[config.mk]
export PLATFORM = sky130hd
export DESIGN_NAME = brht_front_flat
export DESIGN_NICKNAME = d
export VERILOG_FILES = /design/src/hw/rtl/brht_pkg.sv /design/src/hw/rtl/brht_if.sv /design/src/hw/rtl/brht_front.sv /design/src/flat_wrapper.sv
export SDC_FILE = /design/constraint.sdc
export NUM_CORES = 1
export LEC_CHECK = 0
export ABC_AREA = 1
export BUFFER_PORTS_ARGS = -buffer_cell sky130_fd_sc_hd__buf_4
export CAP_MARGIN = 20
export CORE_MARGIN = 5
export CORE_UTILIZATION = 43
export CTS_CLUSTER_DIAMETER = 120
export CTS_CLUSTER_SIZE = 28
export DETAILED_ROUTE_END_ITERATION = 8
export PLACE_DENSITY = 0.78
export SKIP_LAST_GASP = 1
export SYNTH_ARGS = -nofsm -noshare
export SYNTH_HDL_FRONTEND = slang
export SYNTH_SLANG_ARGS = --single-unit
[constraint.sdc]
create_clock -name clk -period 6.4 [get_ports clk]
set_input_delay 1.28 -clock clk [delete_from_list [all_inputs] [get_ports clk]]
set_output_delay 1.28 -clock clk [all_outputs]
set_load 0.005 [all_outputs]
[src/hw/rtl/brht_pkg.sv]
//------------------------------------------------------------------------------
// Block remap table package
// Widths, kind and operation codes shared by the block.
//------------------------------------------------------------------------------
`timescale 1ns / 1ps
package brht_pkg;
	localparam int TABLE_BITS = 10;
	localparam int TABLE_SIZE = 1 << TABLE_BITS;
	localparam int CNT_W = TABLE_BITS + 1;
	localparam logic [31:0] NO_BLOCK = 32'hffffffff;

	typedef logic [TABLE_BITS-1:0] idx_t;
	typedef logic [CNT_W-1:0] cnt_t;

	localparam logic [1:0] KIND_EMPTY = 2'd0;
	localparam logic [1:0] KIND_LIVE  = 2'd1;
	localparam logic [1:0] KIND_FREED = 2'd2;
	localparam logic [1:0] KIND_DEAD  = 2'd3;

	localparam logic [2:0] FN_LOOKUP = 3'd0;
	localparam logic [2:0] FN_WANT   = 3'd1;
	localparam logic [2:0] FN_TRIM   = 3'd2;
	localparam logic [2:0] FN_CLEAR  = 3'd3;
	localparam logic [2:0] FN_READ   = 3'd4;

	typedef struct packed {
		logic [2:0]  func;
		logic [31:0] block;
		logic [31:0] trim_limit;
		idx_t        slot;
		idx_t        home;
	} cmd_t;

	typedef struct packed {
		logic        hit;
		logic [31:0] journal_block;
		logic        status;
		logic [31:0] slot_key;
		logic [31:0] slot_jblock;
		logic [1:0]  slot_kind;
	} res_t;

	localparam int CMD_W = $bits(cmd_t);
	localparam int RES_W = $bits(res_t);
	localparam int LIM_W = 16 + 3;
	// 5*(TABLE_SIZE-1) compared against 6*live_count
	localparam logic [LIM_W-1:0] LOAD_LIM = LIM_W'(5 * (TABLE_SIZE - 1));
endpackage

[src/hw/rtl/brht_if.sv]
//------------------------------------------------------------------------------
// Valid/ready channel interfaces
// Request and result channels of the block remap table.
//------------------------------------------------------------------------------
`timescale 1ns / 1ps
interface brht_req_if;
	logic        valid;
	logic        ready;
	logic [2:0]  func;
	logic [31:0] block;
	logic [31:0] trim_limit;
	logic [9:0]  slot_index;
	modport source (output valid, func, block, trim_limit, slot_index, input ready);
	modport sink (input valid, func, block, trim_limit, slot_index, output ready);
endinterface


[src/hw/rtl/brht_front.sv]
//------------------------------------------------------------------------------
// Request front end
// Accepts requests, computes the home slot and queues them for the engine.
//------------------------------------------------------------------------------
`timescale 1ns / 1ps
module brht_front import brht_pkg::*; (
	input  logic        clk,
	input  logic        arst_n,
	brht_req_if.sink    req,
	output logic        cmd_valid,
	input  logic        cmd_pop,
	output cmd_t        cmd
);
	cmd_t     q_q [2];
	logic     wp_q, rp_q;
	logic [1:0] cnt_q;
	cmd_t     in_c;
	logic     push;

	assign req.ready = (cnt_q != 2'd2);
	assign push = req.valid && req.ready;
	assign cmd_valid = (cnt_q != 2'd0);
	assign cmd = q_q[rp_q];

	always_comb begin
		in_c.func = req.func;
		in_c.block = req.block;
		in_c.trim_limit = req.trim_limit;
		in_c.slot = req.slot_index[TABLE_BITS-1:0];
		in_c.home = idx_t'(req.block ^ (req.block >> TABLE_BITS));
	end

	always_ff @(posedge clk) begin
		if (push)
			q_q[wp_q] <= in_c;
	end

	always_ff @(posedge clk or negedge arst_n) begin
		if (!arst_n) begin
			wp_q <= 1'b0;
			rp_q <= 1'b0;
			cnt_q <= 2'd0;
		end else begin
			if (push)
				wp_q <= ~wp_q;
			if (cmd_pop)
				rp_q <= ~rp_q;
			cnt_q <= cnt_q + 2'(push) - 2'(cmd_pop);
		end
	end
endmodule

[src/flat_wrapper.sv]
// flat-port wrapper written by rule: the top's interface ports become plain ports
module brht_front_flat import brht_pkg::*;
  (clk, arst_n, cmd_valid, cmd_pop, cmd, req_valid, req_func, req_block, req_trim_limit, req_slot_index, req_ready);
  brht_req_if req_i ();
  input  logic clk;
  input  logic arst_n;
  output logic cmd_valid;
  input  logic cmd_pop;
  output cmd_t cmd;
  input wire logic [$bits(req_i.valid)-1:0] req_valid;
  input wire logic [$bits(req_i.func)-1:0] req_func;
  input wire logic [$bits(req_i.block)-1:0] req_block;
  input wire logic [$bits(req_i.trim_limit)-1:0] req_trim_limit;
  input wire logic [$bits(req_i.slot_index)-1:0] req_slot_index;
  output wire logic [$bits(req_i.ready)-1:0] req_ready;
  assign req_i.valid = req_valid;
  assign req_i.func = req_func;
  assign req_i.block = req_block;
  assign req_i.trim_limit = req_trim_limit;
  assign req_i.slot_index = req_slot_index;
  assign req_ready = req_i.ready;
  brht_front u_core (.clk(clk), .arst_n(arst_n), .req(req_i), .cmd_valid(cmd_valid), .cmd_pop(cmd_pop), .cmd(cmd));
endmodule
==> results of run 1 <==
per-layer routing:
metal / share of wire (%) / GRT usage (%) / wire (um) / vias to the layer above
met5: 0 / 0 / 0 / -
met4: 1.8 / 5.769 / 217 / 0
met3: 7.7 / 5.289 / 926 / 18
met2: 51 / 22.49 / 6071 / 133
met1: 40 / 16.11 / 4803 / 1600
li1: - / - / - / 1565
state kept, by name, summed over array words and instances, names as in the netlist:
name / count
u_core.cnt_q: 2
u_core.q_q: 174
u_core.rp_q: 1
u_core.wp_q: 1
report_power, final:
group / switching (mW) / total (mW) / internal (mW)
Clock: 0.416 / 0.948 / 0.532
Sequential: 0.102 / 1.70 / 1.60
Combinational: 0.489 / 1.14 / 0.648
worst min-delay path: cells and delay by family (launching register included):
family	cells	cell delay, ns
AND/OR/NAND/NOR	2	0.15
flip-flops	1	0.42
worst max-delay path by stage:
stage | cells after the start | slack, ns | endpoint | startpoint
3_3_place_gp | 4 | 2.89 | u_core.q_q[0][25] | req_valid
3_5_place_dp | 4 | 2.85 | u_core.q_q[0][82] | req_valid
5_1_grt | 3 | 2.47 | cmd[82] | u_core.rp_q
2_1_floorplan | 2 | 0.84 | u_core.q_q[1][0] | req_valid
4_1_cts | 3 | 2.56 | cmd[53] | u_core.rp_q
6_report | 3 | 2.60 | cmd[82] | u_core.rp_q
final cells by class:
cell class | instances | area (um2) | share of cell area, %
sequential | 178 | 5329 | 61.31
timing repair buffer | 173 | 1311 | 15.09
multi-input combinational | 115 | 1247 | 14.35
clock buffer | 18 | 429.2 | 4.937
tap | 188 | 235.2 | 2.706
clock inverter | 13 | 113.9 | 1.310
inverter | 7 | 26.28 | 0.3023
cell families (layout without fill, tap and decap cells):
group / Yosys count / after routing / share of synthesized area [%]
adder cells (fa/ha/maj): 1 / 1 / 0.1879
buffers and inverters: 17 / 211 / 1.522
multiplexers: 87 / 87 / 15.84
AO/OA/AOI/OAI: 1 / 1 / 0.07509
flip-flops: 178 / 178 / 79.97
AND/OR/NAND/NOR: 14 / 14 / 0.8267
XOR/XNOR: 12 / 12 / 1.578
synth_stat cells, drive strengths merged:
cell | n | share of area (%)
nand2 | 8 | 0.45
nand3 | 2 | 0.15
xor2 | 12 | 1.6
a21oi | 1 | 0.075
edfxtp | 174 | 78
ha | 1 | 0.19
mux2 | 87 | 16
nor2 | 4 | 0.23
dfrtp | 4 | 1.5
inv | 7 | 0.39
buf | 10 | 1.1
stage by stage:
stage          utilization (%)  std cells
2_1_floorplan                -        310
3_3_place_gp             53.47        660
3_5_place_dp             53.47        660
4_1_cts                  57.05        691
5_1_grt                  57.18        692
6_report                 57.18        692
==> run_results.csv, run 1 <==
group,metric,value,unit
grt,grt_usage,13.67,%
hold_path,worstHoldEndpoint,"u_core.wp_q",
detailed_routing,avgRoutedWirePerCell,17.37,um
placement,place_congestion,0.7307,
worst_setup_path,required,5.12,ns
clock_tree,clock-sinks,178,
detailed_routing,drt_pass1_iterations,4,
clock_tree,clk_pin_slew,0.07,ns
power,power_density,435.3,nW/um2
die,die_h,134.4,um
worst_setup_path,cpMaxStageDelayCell,"dfrtp_4",
timing,setup_violations,0,
hold_path,min_path_type,"register to register",
die,dieWidth,134.4,um
job,maxCapViolations,0,
clock_tree,post_cts_buffers,0,
timing,grt_setup_unrepaired,"no",
grt,antenna_found_initial,0,
detailed_routing,postRouteAntennaNets,0,
clock_tree,cts.repair.resized,0,
worst_setup_path,r2r_slack,4.11,ns
cells_and_area,layout_common_cells,"174 x edfxtp_1, 172 x buf_4, 67 x mux2_2",
cells_and_area,final_cell_area,8692,um2
worst_setup_path,cp-start-kind,"register",
worst_setup_path,max_stage_delay,0.74,ns
logic_synthesis,netlist_area,6659,um2
worst_setup_path,r2r_start,"u_core.cnt_q[0]",
timing,finalHoldViolations,0,
worst_setup_path,cp_max_fo,52,
worst_setup_path,crit_family,"buffers and inverters",
timing,fmax,0.2635,GHz
die,initial_core_util,43.80,%
placement,dpl_cell_area,8129,um2
logic_synthesis,syn_inst,310,
die,pin_count,170,
worst_setup_path,crit_type,"register to output port",
worst_setup_path,endpoint_kind,"output port",
worst_setup_path,rr_worst_depth,5,
cells_and_area,area_growth_syn_to_layout,30.53,%
logic_synthesis,synth_warnings,0,
logic_synthesis,avgSynthCellArea,21.48,um2
clock_tree,numCtsBuffers,17,
timing,tns,0,ns
timing,drv_slew,0,
placement,hpwl,8086,um
cells_and_area,final_common_cell,"edfxtp_1",
die,die_area,18070,um2
cells_and_area,nNetsFinal,574,
power,leakagePower,3.309,nW
grt,grt_pass1_wl,18940,um
detailed_routing,via_per_inst,4.792,
clock_tree,h-tree-depth,4,
logic_synthesis,seq_area_frac_synth,79.97,%
power,power,3.784,mW
logic_synthesis,syn_nets,392,
grt,grt_pass1_vias,3689,
logic_synthesis,ys_ff_latch,178,
clock_tree,clk_latency,0.42,ns
cells_and_area,drive_above_1_share,57.94,%
timing,period_minus_slack,3.796,ns
cells_and_area,nFillCells,1164,
die,core-area,15200,um2
timing,clock_skew,0.01244,ns
hold_path,min-delay-start,"u_core.wp_q",
grt,grt-ovfl-total,0,
placement,place_ws,2.846,ns
outcome,status,"complete, no violations",
worst_setup_path,rr_endpoint,"u_core.q_q[1][8]",
timing,max-slew-margin-rel,29.13,%
clock_tree,cts_tree,"yes",
grt,grt_max_degree,81,
hold_path,hold_depth,2,
clock_tree,cts-root-buf,"clkbuf_16",
worst_setup_path,critPathBufInv,2,
power,ir_drop,0.3411,mV
clock_tree,holdBufCountCts,0,
timing,fin_ws,2.604,ns
die,std_cell_rows,45,
detailed_routing,wl,12020,um
placement,io_buffers,169,
worst_setup_path,cp_common_cell,"buf_4",
timing,holdWs,0.6105,ns
worst_setup_path,path_cells,"buf_4, mux2_2, buf_4",
logic_synthesis,synth_cell_type_count,13,
clock_tree,clk_path_buf_depth,2,
timing,finalCritPeriodShare,59.31,%
worst_setup_path,arrival,2.52,ns
timing,tightest_slew,1.063,ns
detailed_routing,via_count,3316,
cells_and_area,insertedDiodeCount,0,
detailed_routing,drc,0,
detailed_routing,initialDrtViolationCount,118,
Power figures use the tool's default switching activity.
==> run 2, diff against run 1 <==
--- a/config.mk
+++ b/config.mk
@@ -5,7 +5,7 @@
 export SDC_FILE = /design/constraint.sdc
 export NUM_CORES = 1
 export LEC_CHECK = 0
-export ABC_AREA = 1
+export ABC_AREA = 0
 export BUFFER_PORTS_ARGS = -buffer_cell sky130_fd_sc_hd__buf_4
 export CAP_MARGIN = 20
 export CORE_MARGIN = 5
@@ -13,7 +13,7 @@
 export CTS_CLUSTER_DIAMETER = 120
 export CTS_CLUSTER_SIZE = 28
 export DETAILED_ROUTE_END_ITERATION = 8
-export PLACE_DENSITY = 0.78
+export PLACE_DENSITY = 0.81
 export SKIP_LAST_GASP = 1
 export SYNTH_ARGS = -nofsm -noshare
 export SYNTH_HDL_FRONTEND = slang
==> constraint.sdc (replaced) <==
create_clock -name clk -period 3.4 [get_ports clk]
set_input_delay 0.68 -clock clk [delete_from_list [all_inputs] [get_ports clk]]
set_output_delay 0.68 -clock clk [all_outputs]
set_load 0.005 [all_outputs]
==> run 2 against run 1 <==
Effect of this change:
- synthesized area decreased by 0.28%
- synthesized cell count decreased by 3.5%
- sequential power increased by 84%
- highest routed layer unchanged
==> run_results.csv, run 2 <==
group,metric,value,unit
logic_synthesis,yosysTopAreaCell,"edfxtp_1",
placement,place_congestion,0.7170,
cells_and_area,nNetsFinal,563,
logic_synthesis,synth_edf_count,174,
grt,grt_pass1_wl,19030,um
timing,grt_setup_unrepaired,"no",
clock_tree,clk_pin_slew,0.06,ns
cells_and_area,area_growth_syn_to_layout,31.13,%
worst_setup_path,cp_max_fo,88,
detailed_routing,avgRoutedWirePerCell,17.75,um
clock_tree,h-tree-depth,4,
power,ir_drop,0.4483,mV
logic_synthesis,ys_ff_latch,178,
detailed_routing,drc,0,
cells_and_area,reg_top3,"u_core.q_q x174, u_core.cnt_q x2",
clock_tree,clock-sinks,178,
worst_setup_path,cp-start-kind,"register",
timing,tns,0,ns
die,core-area,15200,um2
job,maxCapViolations,0,
placement,hpwl,8156,um
timing,finalCritPeriodShare,73.96,%
logic_synthesis,synth_common_cells,"174 x edfxtp_1, 67 x mux2_2, 20 x mux2_4, 12 x xor2_1, 6 x buf_2",
logic_synthesis,yosysMostFrequentCell,"edfxtp_1",
logic_synthesis,seq_area_frac_synth,80.20,%
timing,clock_skew,0.004933,ns
placement,place_ws,1.310,ns
placement,io_buffers,169,
placement,dpl_cell_area,8140,um2
timing,max-slew-margin-rel,49.85,%
logic_synthesis,yosys-top-cells-area,"edfxtp_1 79%, mux2_2 11%, mux2_4 4.5%, xor2_1 1.6%, dfrtp_1 1.5%",
logic_synthesis,netlist_area,6640,um2
timing,tightest_slew,0.7522,ns
logic_synthesis,async_flop_share,2.247,%
cells_and_area,final_common_cell,"edfxtp_1",
cells_and_area,insertedDiodeCount,0,
grt,grt_max_degree,89,
die,initial_core_util,43.68,%
cells_and_area,regMostFlops,"u_core.q_q",
clock_tree,numCtsBuffers,17,
detailed_routing,via_count,3260,
grt,antenna_found_initial,0,
timing,finalHoldViolations,0,
timing,setup_violations,0,
logic_synthesis,syn_nets,381,
detailed_routing,wl,12110,um
timing,drv_slew,0,
logic_synthesis,avgSynthCellArea,22.21,um2
die,die_h,134.3,um
grt,grt_pass1_vias,3687,
logic_synthesis,syn_inst,299,
timing,period_minus_slack,2.515,ns
hold_path,min_path_type,"input pin to async pin",
power,power_density,827.1,nW/um2
clock_tree,cts.repair.resized,0,
logic_synthesis,ys.flop_type,"edfxtp_1",
timing,fmax,0.3977,GHz
cells_and_area,utilization,57.28,%
timing,fin_ws,0.8853,ns
clock_tree,cts-root-buf,"clkbuf_16",
clock_tree,clk_path_buf_depth,2,
worst_setup_path,crit_type,"register to output port",
grt,grt-ovfl-total,0,
cells_and_area,final_cell_area,8707,um2
detailed_routing,initialDrtViolationCount,213,
die,std_cell_rows,45,
outcome,status,"complete, no violations",
die,die_area,18030,um2
detailed_routing,postRouteAntennaNets,0,
worst_setup_path,endpoint_kind,"output port",
logic_synthesis,synth_top_cell_area_share,78.69,%
cells_and_area,drive_above_1_share,59.31,%
clock_tree,holdBufCountCts,0,
cells_and_area,layout_common_cells,"174 x edfxtp_1, 171 x buf_4, 67 x mux2_2",
clock_tree,post_cts_buffers,0,
power,leakagePower,3.281,nW
logic_synthesis,synth_cell_type_count,17,
worst_setup_path,required,2.72,ns
grt,grt_usage,13.77,%
cells_and_area,largest_reg_flops,174,
cells_and_area,nFillCells,1169,
die,dieWidth,134.3,um
clock_tree,cts_tree,"yes",
die,pin_count,170,
logic_synthesis,synth_warnings,0,
worst_setup_path,arrival,1.83,ns
detailed_routing,via_per_inst,4.780,
detailed_routing,drt_pass1_iterations,4,
clock_tree,clk_latency,0.41,ns
run 2: cell count changes in the layout (fill, tap and decap cells not counted), moves of 2 or more:
cell / before / now
xnor2_1: 0 / 2
nand2_1: 8 / 2
inv_1: 7 / 1
clkinv_4: 2 / 0
nor2_1: 2 / 0
nand3_1: 2 / 0
run 2: kinds of logic (layout without fill, tap and decap cells):
family	count (synthesis)	after routing	synth area share [%]
xor gates and xnor gates	14	14	1.847
buffers and inverters	11	206	1.187
adders and majority gates	1	1	0.1884
and+or+nand+nor	7	7	0.5467
DFF	178	178	80.20
muxes	88	88	16.04
run 2: per-layer routing:
metal / global-route usage, % / part of all wire (%) / routed length [um] / up-vias
met5: 0 / 0 / 0 / -
met4: 5.430 / 1.8 / 216 / 0
met3: 4.801 / 7.3 / 880 / 17
met2: 22.82 / 50 / 6086 / 121
met1: 16.58 / 41 / 4923 / 1589
li1: - / - / - / 1533
run 2: stage by stage:
step	hold slack (ns)	total power, mW	std cells
after CTS	0.03144	7.330	682
after floorplan	0.3844	4.391	299
after global placement	0.4770	5.387	650
after global routing	0.02898	7.580	682
final	0.05276	7.202	682
after detailed placement	0.4785	5.462	650
run 2: final timing paths:
path	start	end	slack, ns	cells past startpoint
worst max-delay path	u_core.rp_q	cmd[27]	0.89	3
worst min-delay path	arst_n	u_core.rp_q	0.05	1
worst max register to register	u_core.cnt_q[0]	u_core.q_q[1][79]	1.56	3
worst min register to register	u_core.wp_q	u_core.wp_q	0.55	1
max in group asynchronous	arst_n	u_core.rp_q	3.23	1
min in group clk	req_trim_limit[9]	u_core.q_q[0][29]	0.45	1
run 2: power breakdown:
part	internal, mW	switching (mW)
logic	1.25	0.980
clock network	1.08	0.769
registers	3.01	0.121
total	5.33	1.87
run 2: critical path: stages (launching register included):
cell,delay [ns]
dfrtp_4,0.41
buf_12,0.41
mux2_2,0.41
buf_4,0.15
run 2: final cells by class:
cell class | instances | area, um2 | area share [%]
clock inverters | 14 | 137.6 | 1.581
multi-input cells | 110 | 1249 | 14.34
clock buffers | 18 | 429.2 | 4.929
flip-flops and latches | 178 | 5329 | 61.20
well taps | 188 | 235.2 | 2.702
repair buffers | 173 | 1324 | 15.20
inverters | 1 | 3.754 | 0.04311
==> run 3, diff against run 2 <==
--- a/config.mk
+++ b/config.mk
@@ -5,7 +5,7 @@
 export SDC_FILE = /design/constraint.sdc
 export NUM_CORES = 1
 export LEC_CHECK = 0
-export ABC_AREA = 0
+export ABC_AREA = 1
 export BUFFER_PORTS_ARGS = -buffer_cell sky130_fd_sc_hd__buf_4
 export CAP_MARGIN = 20
 export CORE_MARGIN = 5
@@ -13,7 +13,7 @@
 export CTS_CLUSTER_DIAMETER = 120
 export CTS_CLUSTER_SIZE = 28
 export DETAILED_ROUTE_END_ITERATION = 8
-export PLACE_DENSITY = 0.81
+export PLACE_DENSITY = 0.78
 export SKIP_LAST_GASP = 1
 export SYNTH_ARGS = -nofsm -noshare
 export SYNTH_HDL_FRONTEND = slang
==> constraint.sdc (replaced) <==
create_clock -name clk -period 2.5 [get_ports clk]
set_input_delay 0.5 -clock clk [delete_from_list [all_inputs] [get_ports clk]]
set_output_delay 0.5 -clock clk [all_outputs]
set_load 0.005 [all_outputs]
==> run 3 against run 2 <==
Effect of this change:
- routed wire length is 1.5% higher
- setup slack worse by 0.56 ns
- clock skew rose by 0.0019 ns
- die area grew 0.26%
- final area is 0.68% higher
- non-clock buffer count up 3
- register-to-register slack got worse by 0.69 ns
- sequential power rose by 35%
- utilization grew 0.39 points
- critical path depth unchanged
- clock power increased by 34%
==> run_results.csv, run 3 (synthesized netlist as in run 1, its figures left out) <==
group,metric,value,unit
cells_and_area,regMostFlops,"u_core.q_q",
placement,hpwl,8269,um
die,pin_count,170,
timing,max-slew-margin-rel,70.95,%
cells_and_area,nFillCells,1142,
die,die_area,18070,um2
timing,period_minus_slack,2.171,ns
grt,grtUsageMet2,24.13,%
worst_setup_path,cp_max_fo,49,
timing,holdWs,0.2656,ns
timing,grt_setup_unrepaired,"no",
worst_setup_path,cp-start-kind,"register",
cells_and_area,nNetsFinal,577,
worst_setup_path,critPathBufInv,2,
grt,antenna_found_initial,0,
cells_and_area,area_growth_syn_to_layout,31.64,%
grt,grt_pass1_vias,3728,
cells_and_area,reg_top3,"u_core.q_q x174, u_core.cnt_q x2",
grt,grt_pass1_wl,19000,um
detailed_routing,drc,0,
timing,finalCritPeriodShare,86.86,%
cells_and_area,insertedDiodeCount,0,
placement,io_buffers,169,
outcome,status,"complete, no violations",
grt,met1_usage,15.03,%
timing,drv_slew,0,
power,power_density,1119,nW/um2
cells_and_area,drive_above_1_share,56.89,%
power,power,9.812,mW
clock_tree,clk_latency,0.42,ns
grt,grt-ovfl-total,0,
cells_and_area,multi_input_area,1247,um2
timing,setup_violations,0,
clock_tree,clk_pin_slew,0.06,ns
placement,dp_cells,663,
detailed_routing,avgRoutedWirePerCell,17.66,um
worst_setup_path,cpMaxStageDelayCell,"dfrtp_4",
die,dieWidth,134.4,um
timing,clock_skew,0.006869,ns
worst_setup_path,path_cells,"buf_12, mux2_2, buf_4",
grt,grt_usage,13.79,%
cells_and_area,layout_common_cells,"174 x edfxtp_1, 171 x buf_4, 67 x mux2_2",
power,ir_drop,0.5788,mV
placement,place_congestion,0.7132,
clock_tree,h-tree-depth,4,
job,maxCapViolations,0,
clock_tree,cts_tree,"yes",
die,initial_core_util,43.80,%
detailed_routing,via_per_inst,4.849,
detailed_routing,initialDrtViolationCount,166,
worst_setup_path,arrival,1.67,ns
cells_and_area,final_cells,696,
die,std_cell_rows,45,
timing,fmax,0.4605,GHz
timing,tightest_slew,0.4357,ns
detailed_routing,wl,12290,um
worst_setup_path,endpoint_kind,"output port",
cells_and_area,largest_reg_flops,174,
worst_setup_path,crit_family,"flip-flops",
grt,use_met3,5.026,%
power,leakagePower,3.345,nW
detailed_routing,via_count,3375,
grt,grt_most_used_layer,"met2",
clock_tree,numCtsBuffers,17,
cells_and_area,final_common_cell,"edfxtp_1",
cells_and_area,register_area,5329,um2
hold_path,min_path_type,"input pin to register",
worst_setup_path,required,2.00,ns
grt,grt_max_degree,58,
die,core-area,15200,um2
cells_and_area,utilization,57.66,%
worst_setup_path,crit_type,"register to output port",
detailed_routing,postRouteAntennaNets,0,
clock_tree,cts-root-buf,"clkbuf_16",
detailed_routing,drt_pass1_iterations,4,
timing,finalHoldViolations,0,
clock_tree,cts.repair.resized,0,
clock_tree,clk_path_buf_depth,2,
die,die_h,134.4,um
clock_tree,clock-sinks,178,
worst_setup_path,max_stage_delay,0.44,ns
[run 3: layer usage]
layer / vias up / wire [um]
li1: 1566 / -
met1: 1681 / 4718
met2: 112 / 6548
met3: 16 / 830
met4: 0 / 193
met5: - / 0
[run 3: per-stage QoR]
stage          cell area [um2]  setup WS [ns]  TNS [ns]
2_1_floorplan             6664        -0.8386   -144.99
3_3_place_gp              8202         0.7375         0
3_5_place_dp              8202         0.7323         0
4_1_cts                   8766         0.2730         0
5_1_grt                   8766         0.2579         0
6_report                  8766         0.3286         0
[run 3: layout make-up]
type / count / share of cell area [%]
clock buffers: 21 / 5.024
clock inverters: 11 / 1.299
inverters: 7 / 0.2997
multi-input cells: 115 / 14.23
flip-flops and latches: 178 / 60.79
well taps: 188 / 2.683
repair buffers: 176 / 15.67
[run 3: what timing repair did]
| item | 4_1_cts | 5_1_grt |
|---|---|---|
| hold buffers | 1 | 0 |
| hold endpoints to repair | 4 | 0 |
| buffers inserted | 0 | 0 |
[run 3: worst reg2reg max path, cell delays in order (launching register included)]
cell     delay, ns
dfrtp_1       0.40
nand2_1       0.12
nand2_1       0.17
nor2_4        0.16
buf_4         0.41
[run 3: worst paths after layout]
path                                   start                 to  slack (ns)  cells after the start
hold / removal             req_slot_index[6]  u_core.q_q[0][16]        0.27                      1
setup reg to reg             u_core.cnt_q[1]  u_core.q_q[1][20]        0.87                      4
max in group asynchronous             arst_n        u_core.rp_q        1.94                      2
min in group asynchronous             arst_n    u_core.cnt_q[1]        0.45                      2
setup / recovery                 u_core.rp_q            cmd[48]        0.33                      3
hold reg to reg                  u_core.wp_q        u_core.wp_q        0.59                      2
[run 3: power by group]
part	switching [mW]	internal [mW]	total [mW]
clock network	1.02	1.46	2.48
logic	1.37	1.73	3.10
registers	0.157	4.08	4.24
total	2.54	7.27	9.81
